`config.mk`:
```
export PLATFORM = sky130hd
export DESIGN_NAME = gdil_queue
export DESIGN_NICKNAME = d
export VERILOG_FILES = /design/src/gdil_pkg.sv /design/src/gdil_queue.sv
export SDC_FILE = /design/constraint.sdc
export NUM_CORES = 1
export LEC_CHECK = 0
export BUFFER_PORTS_ARGS = -buffer_cell sky130_fd_sc_hd__buf_2
export CORE_UTILIZATION = 55
export CTS_CLUSTER_DIAMETER = 100
export DETAILED_ROUTE_END_ITERATION = 16
export PLACE_DENSITY_LB_ADDON = 0.05
export SETUP_SLACK_MARGIN = 0.4
export SLEW_MARGIN = 30
export SYNTH_ARGS = -nofsm -noshare
export SYNTH_HDL_FRONTEND = slang
export SYNTH_SLANG_ARGS = --single-unit
```
`constraint.sdc`:
```
create_clock -name i_clk -period 2.36 [get_ports i_clk]
set_input_delay 0.236 -clock i_clk [delete_from_list [all_inputs] [get_ports i_clk]]
set_output_delay 0.236 -clock i_clk [all_outputs]
set_load 0.02 [all_outputs]
```
`src/gdil_pkg.sv`:
```
// Shared types, constants and codes of the glyph outline dilation unit.
package gdil_pkg;

    // default sizing, handed to the top-level parameters
    localparam int DEF_MAX_WIDTH  = 64;
    localparam int DEF_MAX_HEIGHT = 64;
    localparam int DEF_MAX_THICK  = 4;

    // job field widths, sized for the largest legal parameters
    localparam int JOB_X_W    = 9;
    localparam int JOB_RING_W = 6;
    localparam int JOB_CNT_W  = 6;

    // depth of the job queue between front and back
    localparam int QUEUE_DEPTH = 4;

    // configuration register indexes
    localparam logic [1:0] CFG_WIDTH  = 2'd0;
    localparam logic [1:0] CFG_HEIGHT = 2'd1;
    localparam logic [1:0] CFG_THICK  = 2'd2;

    // operation codes
    localparam logic OP_PIXEL = 1'b0;
    localparam logic OP_DRAIN = 1'b1;

    typedef struct packed {
        logic       operation;
        logic [7:0] pixel_value;
    } t_in_word;

    typedef struct packed {
        logic [7:0] coverage;
        logic       last;
    } t_out_word;

    // one back-end job: optional store write, then a column max over cnt rows
    typedef struct packed {
        logic                  wr;
        logic [7:0]            value;
        logic [JOB_X_W-1:0]    x;
        logic [JOB_RING_W-1:0] ring;
        logic [JOB_CNT_W-1:0]  cnt;
        logic                  last;
    } t_job;

endpackage

```
`src/gdil_queue.sv`:
```
// Short job queue between the front and the back part.
module gdil_queue (
    input  logic          i_clk,
    input  logic          i_rst_n,
    input  logic          i_push,
    input  gdil_pkg::t_job i_job,
    output logic          o_full,
    input  logic          i_pop,
    output gdil_pkg::t_job o_job,
    output logic          o_empty
);
    localparam int PW = $clog2(gdil_pkg::QUEUE_DEPTH);
    localparam int CW = $clog2(gdil_pkg::QUEUE_DEPTH + 1);

    gdil_pkg::t_job    r_mem [gdil_pkg::QUEUE_DEPTH];
    logic [PW-1:0]     r_wp, r_rp;
    logic [CW-1:0]     r_cnt;
    logic              do_push, do_pop;

    assign o_full  = (r_cnt == CW'(gdil_pkg::QUEUE_DEPTH));
    assign o_empty = (r_cnt == '0);
    assign o_job   = r_mem[r_rp];
    assign do_push = i_push && !o_full;
    assign do_pop  = i_pop && !o_empty;

    // storage, no reset needed
    always_ff @(posedge i_clk) begin
        if (do_push) begin
            r_mem[r_wp] <= i_job;
        end
    end

    // pointers and fill count
    always_ff @(posedge i_clk) begin
        if (!i_rst_n) begin
            r_wp  <= '0;
            r_rp  <= '0;
            r_cnt <= '0;
        end else begin
            if (do_push) begin
                r_wp <= (r_wp == PW'(gdil_pkg::QUEUE_DEPTH - 1)) ? '0 : r_wp + 1'b1;
            end
            if (do_pop) begin
                r_rp <= (r_rp == PW'(gdil_pkg::QUEUE_DEPTH - 1)) ? '0 : r_rp + 1'b1;
            end
            if (do_push && !do_pop) begin
                r_cnt <= r_cnt + 1'b1;
            end else if (do_pop && !do_push) begin
                r_cnt <= r_cnt - 1'b1;
            end
        end
    end
endmodule

```
==> summary.md, run 1 <==
| Metric | Value |
|---|---|
| Normalized max-slew margin | `0.814` |
| Core Box Area | `8720 µm²` |
| Share of layout cells above drive strength 1 | `0.451` |
| Mapped Cells | `212` |
| Hold WC Path Type | `input pin to register` |
| Post-route ant nets | `0` |
| Fin. max-slew vios | `0` |
| CTS tree | `built` |
| Cell Rows | `34` |
| Clock transition at path regs | `0.06 ns` |
| Post-synth net total | `254` |
| Tot GR Track Use | `0.195` |
| Final number of setup-violating endpoints | `0` |
| Die H | `96.9 µm` |
| Design area | `6530 µm²` |
| Yosys top cell by area | `edfxtp_1` |
| Via count | `2500` |
| CTS root buf | `clkbuf_8` |
| Worst skew pair latency | `0.50 ns` |
| CP Launch Type | `register` |
| Critical-path maximum fanout | `11` |
| Via density | `5.46` |
| CP arrival | `1.79 ns` |
| DIE AREA | `9380 µm²` |
| Starting Density | `0.568` |
| Post-Place Cell Area | `5520 µm²` |
| Tcrit/Tclk final | `0.858` |
| Max Clock Freq | `494 MHz` |
| Cell area after synthesis | `4950 µm²` |
| Cell Count, Final, Fillers Out | `458` |
| Largest cells by area after synthesis | `edfxtp_1, mux4_2, dfxtp_1` |
| Share of the synthesized area in the top cell type | `0.752` |
| Worst reg2reg path depth | `8` |
| Drt total wl | `8.46 mm` |
| CP endpoint | `o_job[10]` |
| Vias in the first global route | `2552` |
| Mean Syn Cell Area | `23.4 µm²` |
| Drc violations | `0` |
| Reg2reg end | `r_cnt[2]` |
| 1st-iter DRT viols | `163` |
| CTS Buf Count | `17` |
| Final hold violations | `0` |
| Leak Pwr | `2.30 nW` |
| Final period demand of the worst path | `2.02 ns` |
| Number of port buffers | `67` |
| # H-tree levels | `4` |
| TritonCTS Sinks | `133` |
| Crit path required time | `2.12 ns` |
| Die Span X | `96.9 µm` |
| Seq cells post-synth | `133` |
| Nets | `379` |
| CP Capture Type | `output pin` |
| RSZ-0062 raised after global routing | `true` |
| Power, Total | `0.00745 W` |
| Max cap viols | `0` |
| Placed cell count | `390` |
| PwrDens | `1140 nW/µm²` |
| Initial antenna violation count | `0` |
| Largest net degree at the start of global routing | `32` |
| # IOs | `68` |
| GP Congestion | `0.734` |
| Setup Skew | `0.00739 ns` |
| Yosys cell types | `23` |
| R2R Setup Slk | `0.44 ns` |
| N_diodes | `0` |
| Fin Setup TNS | `0 ns` |
| Hold_ws | `0.0820 ns` |
| Area delta synth->final | `31.8%` |
| Max clock buf depth | `2` |
| Critical Setup Path Class | `register to output pin` |
| Ys Warns | `0` |
| Sequential-to-total area share from yosys stat | `0.788` |
| Pre-antenna DRT Iters | `4` |
| DP Wirelength | `4.81 mm` |
| Pin slew with the least headroom to its limit | `0.279 ns` |
| Per-cell routed wire length | `18.5 µm` |
| Grt ovf | `0` |
| Outcome | `finished clean` |
| VDD IR max | `0.708 mV` |
| Crit Reg-Reg Startpoint | `r_cnt[2]` |
| First-pass GRT wire length | `13.4 mm` |
==> cell usage after synthesis, drive strengths merged <==
master and instances:
xor2 1, fa 1, a21boi 1, inv 3
dfxtp 9, nor3 1, buf 7, nor3b 1
xnor2 1, ha 6, and2 5, nor2b 2
mux2i 3, o31ai 1, edfxtp 124, clkbuf 1
or3 1, nor2 2, o21ai 3, mux4 31
nand3 2, nand2 6
==> stage by stage <==
step                      worst slack (ns)  utilization
final                                0.335        0.748
after detailed placement             0.313        0.632
after CTS                            0.285        0.747
after global routing                 0.261        0.748
after floorplan                      0.407            -
after global placement               0.386        0.632
==> state kept, by name, indices dropped and copies added (netlist names), named ones only <==
signal,flops
r_cnt,3
r_mem,124
r_rp,2
r_wp,2
==> per-layer routing <==
layer	up-vias	routed length, µm	GRT usage
met4	0	68	0.0723
met3	7	320	0.0585
met2	63	4460	0.309
met5	-	0	0
li1	1130	-	-
met1	1300	3620	0.259
==> logic make-up after synthesis <==
group,synth area share
xor gates and xnor gates,0.00354
adders and majority gates,0.0192
and+or+nand+nor,0.0217
DFF,0.788
AOI/OAI and AO/OA,0.00607
buffers and inverters,0.0139
muxes,0.147
==> final cells by class <==
type	count	area, µm²
flip-flops and latches	133	3920
fillers	495	2190
multi-input cells	68	1020
repair buffers	114	836
clock buffers	19	422
clock inverters	13	181
well taps	108	135
inverters	3	11.3
==> cells in the final DEF, fill, tap and decap left out, types with 5 or more instances in the layout <==
cell | netlist | routed
edfxtp_1 | 124 | 124
buf_2 | 4 | 67
mux4_2 | 31 | 31
dlygate4sd3_1 | 0 | 31
clkbuf_16 | 0 | 16
buf_4 | 0 | 11
nand2_1 | 6 | 6
ha_1 | 6 | 5
==> critical path: stages, from the launching register on <==
cell and delay, ns:
dfxtp_4 0.41, buf_12 0.17, mux4_2 0.52, buf_2 0.18
==> power breakdown <==
group	total [W]	internal [W]	switching, W
clock	0.00263	0.00171	0.000918
combinational	0.00178	0.000861	0.000921
sequential	0.00304	0.00289	0.000148
==> worst min path at each step <==
stage,startpoint,endpoint,slack (ns),cells past startpoint
2_1_floorplan,i_job[0],r_mem[0][0],0.33,0
3_3_place_gp,i_job[22],r_mem[2][22],0.45,1
3_5_place_dp,i_job[6],r_mem[2][6],0.45,1
4_1_cts,i_rst_n,r_cnt[2],0.05,2
5_1_grt,i_rst_n,r_wp[1],0.07,3
6_report,i_rst_n,r_wp[1],0.08,3
==> what timing repair did <==
| action | in CTS | in global routing |
|---|---|---|
| endpoints found under the hold margin | 124 | 0 |
| gates cloned | 1 | 0 |
| gates resized for setup | 12 | 1 |
| setup buffers | 3 | 1 |
| hold buffers | 31 | 0 |
| setup endpoints to repair | 32 | 32 |
| pin swaps | 1 | 1 |
Power figures use the tool's default switching activity.
==> run 2: changes to the inputs <==
Clock period 2.36 ns to 2.2 ns, I/O delays scaled along.
==> run 2 against run 1 <==
  * Die area unchanged
  * Final cell count increased by 0.66%
  * Critical path depth increased by 1
  * Critical path type unchanged
==> summary.md, run 2 (same netlist as run 1, synthesis figures left out) <==
| Metric | Value |
|---|---|
| Biggest register | `r_mem` |
| Die H | `96.9 µm (unchanged)` |
| Critical Setup Path Class | `register to output pin` |
| RSZ-0062 raised after global routing | `true` |
| Delay of the slowest critical-path stage | `0.52 ns (about the same)` |
| First-pass GRT wire length | `13.8 mm (+3.0%)` |
| Worst reg2reg path depth | `8 (unchanged)` |
| Clock transition at path regs | `0.06 ns (about the same)` |
| CTS Buf Count | `17 (unchanged)` |
| Hold path depth | `3 (unchanged)` |
| Via density | `5.52 (+1.1%)` |
| Most frequent cells in the layout | `edfxtp_1, buf_2, buf_6` |
| Largest register FFs | `124 (unchanged)` |
| R2R Setup Slk | `0.35 ns (-0.09 ns)` |
| CP Capture Type | `output pin` |
| 1st-iter DRT viols | `135 (-17%)` |
| TritonCTS Sinks | `133 (unchanged)` |
| Reg2reg end | `r_cnt[2]` |
| Max clock buf depth | `2 (unchanged)` |
| Post-Place Cell Area | `5560 µm² (+0.86%)` |
| Largest net degree at the start of global routing | `30 (-6.3%)` |
| Per-cell routed wire length | `19.2 µm (+4.2%)` |
| Hold_ws | `0.0479 ns (-0.0341 ns)` |
| Final number of setup-violating endpoints | `0 (unchanged)` |
| Normalized max-slew margin | `0.810 (-0.00380)` |
| PwrDens | `1220 nW/µm² (+7.2%)` |
| Starting Density | `0.568 (unchanged)` |
| Worst skew pair latency | `0.51 ns (about the same)` |
| Initial antenna violation count | `0 (unchanged)` |
| Core Box Area | `8720 µm² (unchanged)` |
| Fin Setup TNS | `0 ns (unchanged)` |
| Fin. max-slew vios | `0 (unchanged)` |
| Most common cell after layout, fill and taps aside | `edfxtp_1` |
| Post-route ant nets | `0 (unchanged)` |
| Drc violations | `0 (unchanged)` |
| Cell Rows | `34 (unchanged)` |
| Largest registers | `r_mem x124, r_cnt x3` |
| Critical-path maximum fanout | `7 (-4)` |
| HP Start | `i_rst_n` |
| Final hold violations | `0 (unchanged)` |
| GP Congestion | `0.745 (+1.5%)` |
| Outcome | `finished clean` |
| Crit Reg-Reg Startpoint | `r_cnt[2]` |
| Vias in the first global route | `2633 (+3.2%)` |
| Die Span X | `96.9 µm (unchanged)` |
| Setup Skew | `0.00858 ns (+0.00119 ns)` |
| Pin slew with the least headroom to its limit | `0.285 ns (+0.00571 ns)` |
| CP max stage cell | `mux4_2` |
| Number of port buffers | `67 (unchanged)` |
| Pre-antenna DRT Iters | `4 (unchanged)` |
| Tot GR Track Use | `0.206 (+0.0106)` |
| Max Clock Freq | `488 MHz` |
| DP Wirelength | `4.80 mm (-0.19%)` |
| Leak Pwr | `2.38 nW (+3.8%)` |
| Drt total wl | `8.87 mm (+4.8%)` |
| Area delta synth->final | `36.8%` |
| Hold EP | `r_wp[0]` |
| Crit path required time | `1.98 ns (-0.14 ns)` |
| Share of layout cells above drive strength 1 | `0.462 (+0.0103)` |
| Hold WC Path Type | `input pin to register` |
| CP arrival | `1.83 ns (+0.04 ns)` |
| CP Cell Sequence | `buf_4 -> buf_16 -> mux4_2 -> buf_6` |
| N_diodes | `0 (unchanged)` |
| Nets | `383 (+1.1%)` |
| Max cap viols | `0 (unchanged)` |
| Via count | `2543 (+1.7%)` |
| # H-tree levels | `4 (unchanged)` |
| # IOs | `68 (unchanged)` |
| Grt ovf | `0 (unchanged)` |
| VDD IR max | `0.827 mV (+17%)` |
| Final period demand of the worst path | `2.05 ns` |
| CTS root buf | `clkbuf_8` |
| Tcrit/Tclk final | `0.932` |
| DIE AREA | `9380 µm² (unchanged)` |
| CP Launch Type | `register` |
| Design area | `6770 µm² (+3.8%)` |
| CTS tree | `built` |
[run 2: final cells by class]
cell class,instances,area [µm²]
Fill cell,475,1950
Multi-Input combinational cell,68,1020
Sequential cell,133,3920
Clock buffer,18,418
Inverter,3,11.3
Timing Repair Buffer,118,1130
Clock inverter,13,135
Tap cell,108,135
[run 2: worst max path at each step]
| stage | slack [ns] | cells past startpoint | end | from |
|---|---|---|---|---|
| after floorplan | 0.30 | 9 | r_cnt[2] | r_cnt[2] |
| after global placement | 0.28 | 8 | r_cnt[2] | r_cnt[2] |
| after detailed placement | 0.24 | 7 | r_cnt[2] | r_cnt[1] |
| after CTS | 0.13 | 4 | o_job[12] | register |
| after global routing | 0.08 | 4 | o_job[16] | register |
| final | 0.15 | 4 | o_job[1] | register |
[run 2: timing repair]
| item | in CTS | in global routing |
|---|---|---|
| resized for setup | 70 | 3 |
| pin swaps | 3 | 0 |
| buffers inserted | 7 | 0 |
| cloned | 3 | 0 |
| endpoints found under the setup margin | 62 | 77 |
| endpoints found under the hold margin | 124 | 0 |
| hold buffers | 31 | 0 |
[run 2: metrics by stage]
| step | util | setup slack (ns) | power [W] | cells |
|---|---|---|---|---|
| floorplan | - | 0.298 | 0.00453 | 212 |
| global placement | 0.638 | 0.276 | 0.00508 | 389 |
| detailed placement | 0.638 | 0.236 | 0.00510 | 389 |
| CTS | 0.776 | 0.131 | 0.00835 | 461 |
| global route | 0.777 | 0.0828 | 0.00860 | 461 |
| finish | 0.777 | 0.151 | 0.00828 | 461 |
[run 2: metal layers]
metal  GRT usage  up-vias  wire, µm
met3      0.0535       12       290
met5           0        -         0
met1       0.260     1322      3770
li1            -     1142         -
met2       0.342       67      4690
met4      0.0838        0       119
[run 2: worst max-delay path, delay by kind of cell (launching register included)]
kind	cells	cell delay, ns
flops	1	0.37
mux	1	0.52
buf+inv	3	0.42
[run 2: power by group]
part | internal (W) | leakage, nW | switching, W
sequential | 0.00310 | 1.21 | 0.000130
combinational | 0.00134 | 0.911 | 0.00112
clock | 0.00160 | 0.259 | 0.000991
