File: src/gdil_pkg.sv
// Shared types, constants and codes of the glyph outline dilation unit.
package gdil_pkg;

    // default sizing, handed to the top-level parameters
    localparam int DEF_MAX_WIDTH  = 64;
    localparam int DEF_MAX_HEIGHT = 64;
    localparam int DEF_MAX_THICK  = 4;

    // job field widths, sized for the largest legal parameters
    localparam int JOB_X_W    = 9;
    localparam int JOB_RING_W = 6;
    localparam int JOB_CNT_W  = 6;

    // depth of the job queue between front and back
    localparam int QUEUE_DEPTH = 4;

    // configuration register indexes
    localparam logic [1:0] CFG_WIDTH  = 2'd0;
    localparam logic [1:0] CFG_HEIGHT = 2'd1;
    localparam logic [1:0] CFG_THICK  = 2'd2;

    // operation codes
    localparam logic OP_PIXEL = 1'b0;
    localparam logic OP_DRAIN = 1'b1;

    typedef struct packed {
        logic       operation;
        logic [7:0] pixel_value;
    } t_in_word;

    typedef struct packed {
        logic [7:0] coverage;
        logic       last;
    } t_out_word;

    // one back-end job: optional store write, then a column max over cnt rows
    typedef struct packed {
        logic                  wr;
        logic [7:0]            value;
        logic [JOB_X_W-1:0]    x;
        logic [JOB_RING_W-1:0] ring;
        logic [JOB_CNT_W-1:0]  cnt;
        logic                  last;
    } t_job;

endpackage

File: src/gdil_front.sv
// Front part: configuration, raster counters, running row max and job issue.
module gdil_front #(
    parameter int MAX_WIDTH  = gdil_pkg::DEF_MAX_WIDTH,
    parameter int MAX_HEIGHT = gdil_pkg::DEF_MAX_HEIGHT,
    parameter int MAX_THICK  = gdil_pkg::DEF_MAX_THICK
) (
    input  logic              i_clk,
    input  logic              i_rst_n,
    input  logic              i_cfg_valid,
    input  logic [1:0]        i_cfg_index,
    input  logic [6:0]        i_cfg_data,
    input  logic              push,
    output logic              full,
    input  gdil_pkg::t_in_word i_in,
    output logic              o_job_push,
    output gdil_pkg::t_job    o_job,
    input  logic              i_job_full
);
    localparam int R      = 2 * MAX_THICK + 1;
    localparam int STRIDE = MAX_WIDTH + 2 * MAX_THICK;
    localparam int WIN    = 2 * MAX_THICK;
    localparam int WW     = $clog2(MAX_WIDTH + 1);
    localparam int HW     = $clog2(MAX_HEIGHT + 1);
    localparam int TW     = $clog2(MAX_THICK + 1);
    localparam int T2W    = $clog2(2 * MAX_THICK + 1);
    localparam int XW     = $clog2(STRIDE);
    localparam int OWW    = $clog2(STRIDE + 1);
    localparam int RW     = $clog2(R);
    localparam int CW     = $clog2(2 * MAX_THICK + 2);

    logic [6:0]     r_cfg_w, r_cfg_h, n_cfg_w, n_cfg_h;
    logic [2:0]     r_cfg_t, n_cfg_t;
    logic [XW-1:0]  r_col, n_col, r_dx, n_dx;
    logic [HW-1:0]  r_row, n_row;
    logic [RW-1:0]  r_ring, n_ring, ring_prev;
    logic [T2W-1:0] r_dy, n_dy, r_e, n_e;
    logic           r_ext, n_ext;
    logic [7:0]     r_win [WIN];
    logic [7:0]     n_win [WIN];

    logic [WW-1:0]  w;
    logic [HW-1:0]  h;
    logic [TW-1:0]  t;
    logic [T2W-1:0] t2, d_rows;
    logic [OWW-1:0] ow;
    logic [7:0]     v_in, row_max;
    logic           acc, col_last, drain_last, restart;
    logic [CW-1:0]  cnt_base, cnt_drain;

    // saturated register values
    assign w = WW'((r_cfg_w == '0) ? 9'd1 :
               ((9'(r_cfg_w) > 9'(MAX_WIDTH)) ? 9'(MAX_WIDTH) : 9'(r_cfg_w)));
    assign h = HW'((r_cfg_h == '0) ? 9'd1 :
               ((9'(r_cfg_h) > 9'(MAX_HEIGHT)) ? 9'(MAX_HEIGHT) : 9'(r_cfg_h)));
    assign t = TW'((r_cfg_t == '0) ? 5'd1 :
               ((5'(r_cfg_t) > 5'(MAX_THICK)) ? 5'(MAX_THICK) : 5'(r_cfg_t)));
    assign t2 = T2W'(t) << 1;
    assign ow = OWW'(w) + OWW'(t2);

    assign full = r_ext || i_job_full;
    assign acc  = push && !full;

    // running max across the row window
    assign v_in = r_ext ? 8'd0 : i_in.pixel_value;
    always_comb begin
        row_max = v_in;
        for (int i = 0; i < WIN; i++) begin
            if ((T2W'(i) < t2) && (r_win[i] > row_max)) begin
                row_max = r_win[i];
            end
        end
    end

    assign col_last   = (OWW'(r_col) + 1'b1 == OWW'(w));
    assign ring_prev  = (r_ring == '0) ? RW'(R - 1) : r_ring - 1'b1;
    assign d_rows     = t2 - r_dy;
    assign drain_last = (r_dy == t2 - 1'b1) && (OWW'(r_dx) + 1'b1 == ow);

    // rows under the brush: base rows clip at the top, drain rows at the glyph bottom
    assign cnt_base  = (10'(r_row) < 10'(t2)) ? CW'(10'(r_row) + 10'd1)
                                              : CW'(10'(t2) + 10'd1);
    assign cnt_drain = (10'(h) < 10'(d_rows)) ? CW'(h) : CW'(d_rows);

    // next state and job issue
    always_comb begin
        n_cfg_w = r_cfg_w;
        n_cfg_h = r_cfg_h;
        n_cfg_t = r_cfg_t;
        n_col   = r_col;
        n_row   = r_row;
        n_ring  = r_ring;
        n_dx    = r_dx;
        n_dy    = r_dy;
        n_e     = r_e;
        n_ext   = r_ext;
        n_win   = r_win;
        restart = 1'b0;
        o_job_push = 1'b0;
        o_job      = '0;

        if (r_ext) begin
            // extra right-hand pixels of the row
            if (!i_job_full) begin
                o_job_push  = 1'b1;
                o_job.wr    = 1'b1;
                o_job.value = row_max;
                o_job.x     = gdil_pkg::JOB_X_W'(r_col);
                o_job.ring  = gdil_pkg::JOB_RING_W'(r_ring);
                o_job.cnt   = gdil_pkg::JOB_CNT_W'(cnt_base);
                n_win[0] = v_in;
                for (int i = 1; i < WIN; i++) begin
                    n_win[i] = r_win[i-1];
                end
                n_col = r_col + 1'b1;
                n_e   = r_e + 1'b1;
                if (r_e == t2 - 1'b1) begin
                    n_ext  = 1'b0;
                    n_col  = '0;
                    n_row  = r_row + 1'b1;
                    n_ring = (r_ring == RW'(R - 1)) ? '0 : r_ring + 1'b1;
                    n_dx   = '0;
                    n_dy   = '0;
                end
            end
        end else if (acc) begin
            if (i_in.operation == gdil_pkg::OP_PIXEL) begin
                if (r_row < h) begin
                    o_job_push  = 1'b1;
                    o_job.wr    = 1'b1;
                    o_job.value = row_max;
                    o_job.x     = gdil_pkg::JOB_X_W'(r_col);
                    o_job.ring  = gdil_pkg::JOB_RING_W'(r_ring);
                    o_job.cnt   = gdil_pkg::JOB_CNT_W'(cnt_base);
                    n_win[0] = v_in;
                    for (int i = 1; i < WIN; i++) begin
                        n_win[i] = r_win[i-1];
                    end
                    n_col = r_col + 1'b1;
                    if (col_last) begin
                        n_ext = 1'b1;
                        n_e   = '0;
                    end
                end
            end else if (r_row >= h) begin
                // bottom outline rows, one pixel per drain word
                o_job_push = 1'b1;
                o_job.x    = gdil_pkg::JOB_X_W'(r_dx);
                o_job.ring = gdil_pkg::JOB_RING_W'(ring_prev);
                o_job.cnt  = gdil_pkg::JOB_CNT_W'(cnt_drain);
                o_job.last = drain_last;
                if (drain_last) begin
                    restart = 1'b1;
                end else if (OWW'(r_dx) + 1'b1 == ow) begin
                    n_dx = '0;
                    n_dy = r_dy + 1'b1;
                end else begin
                    n_dx = r_dx + 1'b1;
                end
            end
        end

        // register writes restart the glyph
        if (i_cfg_valid) begin
            case (i_cfg_index)
                gdil_pkg::CFG_WIDTH: begin
                    n_cfg_w = i_cfg_data;
                    restart = 1'b1;
                end
                gdil_pkg::CFG_HEIGHT: begin
                    n_cfg_h = i_cfg_data;
                    restart = 1'b1;
                end
                gdil_pkg::CFG_THICK: begin
                    n_cfg_t = i_cfg_data[2:0];
                    restart = 1'b1;
                end
                default: ;
            endcase
        end

        if (restart) begin
            n_col  = '0;
            n_row  = '0;
            n_ring = '0;
            n_dx   = '0;
            n_dy   = '0;
            n_e    = '0;
            n_ext  = 1'b0;
            for (int i = 0; i < WIN; i++) begin
                n_win[i] = 8'd0;
            end
        end
    end

    always_ff @(posedge i_clk) begin
        if (!i_rst_n) begin
            r_cfg_w <= 7'd1;
            r_cfg_h <= 7'd1;
            r_cfg_t <= 3'd1;
            r_col   <= '0;
            r_row   <= '0;
            r_ring  <= '0;
            r_dx    <= '0;
            r_dy    <= '0;
            r_e     <= '0;
            r_ext   <= 1'b0;
            for (int i = 0; i < WIN; i++) begin
                r_win[i] <= 8'd0;
            end
        end else begin
            r_cfg_w <= n_cfg_w;
            r_cfg_h <= n_cfg_h;
            r_cfg_t <= n_cfg_t;
            r_col   <= n_col;
            r_row   <= n_row;
            r_ring  <= n_ring;
            r_dx    <= n_dx;
            r_dy    <= n_dy;
            r_e     <= n_e;
            r_ext   <= n_ext;
            r_win   <= n_win;
        end
    end
endmodule

File: config.mk
export PLATFORM = sky130hd
export DESIGN_NAME = gdil_front
export DESIGN_NICKNAME = d
export VERILOG_FILES = /design/src/gdil_pkg.sv /design/src/gdil_front.sv
export SDC_FILE = /design/constraint.sdc
export NUM_CORES = 1
export LEC_CHECK = 0
export ABC_AREA = 1
export BUFFER_PORTS_ARGS = -buffer_cell sky130_fd_sc_hd__buf_2
export CORE_MARGIN = 8
export CORE_UTILIZATION = 60
export DETAILED_ROUTE_END_ITERATION = 16
export GPL_ROUTABILITY_DRIVEN = 1
export PLACE_DENSITY = 0.79
export SLEW_MARGIN = 20
export SYNTH_ARGS = -nofsm -noshare
export SYNTH_HDL_FRONTEND = slang
export SYNTH_SLANG_ARGS = --single-unit
File: constraint.sdc
create_clock -name i_clk -period 19.3 [get_ports i_clk]
set_input_delay 2.895 -clock i_clk [delete_from_list [all_inputs] [get_ports i_clk]]
set_output_delay 2.895 -clock i_clk [all_outputs]
set_load 0.02 [all_outputs]
==> flow_metrics.tcl <==
set metrics [dict create \
    reg2reg_to "r_win[55]" \
    worstSetupStartpoint "i_in[7]" \
    initialDrtViolationCount 503 \
    core-area_um2 13700 \
    num_rows 43 \
    grt_antenna_before_repair 0 \
    die_h_um 134 \
    crit_slowest_cell "o311ai_1" \
    setup_tns_ns 0 \
    vias 8117 \
    power_density_nw_per_um2 70.2 \
    grt_pass1_wl_um 34300 \
    cts_root_buf "clkbuf_16" \
    cts_resized 0 \
    synth_top_cells_by_area "dfxtp_1 (28%), nand2_1 (15%), ha_1 (12%), a21oi_1 (7.5%), inv_1 (6.6%)" \
    routed_via_density 5.52 \
    status "finished, final reports clean" \
    cts_setup_buffers 0 \
    numCtsBuffers 17 \
    clkTransAtPathRegs_ns 0.06 \
    ys_top_cells_by_count "nand2_1 (328), inv_1 (145), a21oi_1 (124), dfxtp_1 (115), nand3_1 (82)" \
    tightest_slew_ns 0.870 \
    critical_path_class "input port to output port" \
    reg2reg_depth 19 \
    synth_edf_count 0 \
    synthCells 1247 \
    gp_congestion 0.882 \
    crit_arrival_ns 13.97 \
    n_antenna_cell 0 \
    crit_top_cell "nand2_1" \
    synth.most_common_cell "nand2_1" \
    reg2reg_slack_ns 14.32 \
    cp_max_fo 16 \
    fin_crit_ns 16.87 \
    instances_no_fill 1471 \
    portBuffers 49 \
    yosysWarningCount 0 \
    slew_viol_final 0 \
    die_area_um2 17900 \
    required_ns 16.41 \
    setup_ws_ns 2.43 \
    dp_hpwl_um 15000 \
    dp_cells 1439 \
    cp-end-kind "output port" \
    cap_violations 0 \
    nNetsFinal 1384 \
    fin_crit_sh_pct 87.4 \
    grt_max_degree 84 \
    ant_nets 0 \
    min_path_type "flip-flop to flip-flop" \
    slew-limit-headroom_pct 42.0 \
    ioPinCount 56 \
    ctsHoldBuffers 0 \
    p_leak_nw 4.28 \
    cts_num_sinks 115 \
    max_freq_mhz 59.3 \
    finalClockSkew_ns 0.0110 \
    dr.pass1.iters 5 \
    endpoint "o_job[26]" \
    reg2reg_from "r_cfg_t[2]" \
    ys_ff_latch 115 \
    dp_worst_setup_slack_ns 2.51 \
    hold_viol 0 \
    grt.total_usage_pct 22.8 \
    avgSynthCellArea_um2 6.66 \
    total_power_mw 0.648 \
    async_flop_share_pct 0 \
    globalRoute.totalOverflow 0 \
    grt_pass1_vias 7460 \
    drt-total-wl_um 20600 \
    clk_path_buf_depth 2 \
    setup_violations 0 \
    drive_above_1_share_pct 9.60 \
    worstSetupStartpointType "input port" \
    drc 0 \
    synth_top_cell_by_area "dfxtp_1" \
    wl_per_cell_um 14.0 \
    insertion_delay_ns 0.42 \
    synth_top_area_share_pct 27.7 \
    ys_types 50 \
    chipWidth_um 134 \
    worstHoldPathCells 2 \
    yosysSeqAreaShare_pct 27.7 \
    hold_ws_ns 0.480 \
    tritoncts "yes" \
    dominantRegCellSynth "dfxtp_1" \
    rsz0062_at_grt "no" \
    start_util_pct 60.5 \
    syn_to_final_growth_pct 11.1 \
    syn_area_um2 8310 \
    ir_drop_mv 0.0672 \
    slowest_delay_ns 0.69 \
    cts_max_level 4 \
]
## through the flow
stage	utilization [%]	instance area [µm²]
4_1_cts	67.3	9230
5_1_grt	67.3	9230
6_report	67.3	9230
3_5_place_dp	63.0	8640
2_1_floorplan	-	8330
3_3_place_gp	63.0	8640
## layout by cell type (no fill, tap or decap), types with 6 or more instances in the layout
| cell | n |
|---|---|
| a211oi_1 | 15 |
| a21oi_1 | 124 |
| a22oi_1 | 6 |
| and2_1 | 9 |
| buf_2 | 49 |
| clkbuf_16 | 17 |
| conb_1 | 6 |
| dfxtp_1 | 115 |
| ha_1 | 81 |
| inv_1 | 145 |
| nand2_1 | 328 |
| nand2_2 | 14 |
| nand2_4 | 7 |
| nand3_1 | 82 |
| nand4_1 | 13 |
| nor2_1 | 68 |
| nor2_2 | 7 |
| nor3_1 | 11 |
| o211ai_1 | 6 |
| o21ai_0 | 76 |
| o22ai_1 | 7 |
| xnor2_1 | 7 |
| xor2_1 | 26 |
## power breakdown
part | switching (mW) | internal [mW] | leakage [nW]
Combinational | 0.0613 | 0.0297 | 3.08
Sequential | 0.00256 | 0.240 | 0.929
Clock | 0.117 | 0.197 | 0.272
## worst min path at each step
| stage | slack [ns] | end | from |
|---|---|---|---|
| CTS | 0.48 | r_cfg_w[2] | r_cfg_w[2] |
| global placement | 0.44 | r_cfg_t[0] | r_cfg_t[0] |
| detailed placement | 0.47 | r_win[56] | r_win[56] |
| floorplan | 0.43 | r_cfg_t[0] | r_cfg_t[0] |
| finish | 0.48 | r_cfg_w[2] | r_cfg_w[2] |
| global route | 0.50 | r_win[0] | r_win[0] |
## logic make-up after synthesis
family / after synthesis / synth area share [%]
AND/OR/NAND/NOR: 554 / 29.0
AO/OA/AOI/OAI: 263 / 17.8
buffers and inverters: 198 / 9.23
flip-flops: 115 / 27.7
adder cells (fa/ha/maj): 83 / 12.7
XOR/XNOR: 33 / 3.48
other: 1 / 0.0451
## layout make-up
class	count	area, µm²
Clock buffer	21	460
Clock inverter	11	129
Fill cell	1247	4490
Inverter	151	567
Multi-Input combinational cell	939	5260
Sequential cell	115	2300
Tap cell	180	225
Timing Repair Buffer	54	283
## flip-flops by register name (all words and copies together) (netlist names)
signal,flops
r_ring,4
r_row,7
r_cfg_h,7
r_e,4
r_cfg_w,7
r_win,64
r_dx,7
r_ext,1
r_cfg_t,3
r_col,7
r_dy,4
## per-layer routing
layer | share of wire, % | track usage [%] | up-vias
li1 | - | - | 4187
met1 | 47 | 29.7 | 3721
met2 | 48 | 37.4 | 185
met3 | 4.7 | 4.29 | 24
met4 | 1.0 | 6.86 | 0
met5 | 0 | 0 | -
## critical path: cells and delay by family
kind	cells	cell delay (ns)
buffers and inverters	11	1.14
adder cells (fa/ha/maj)	8	2.47
AO/OA/AOI/OAI	17	3.95
AND/OR/NAND/NOR	32	3.48
Power figures use the tool's default switching activity.
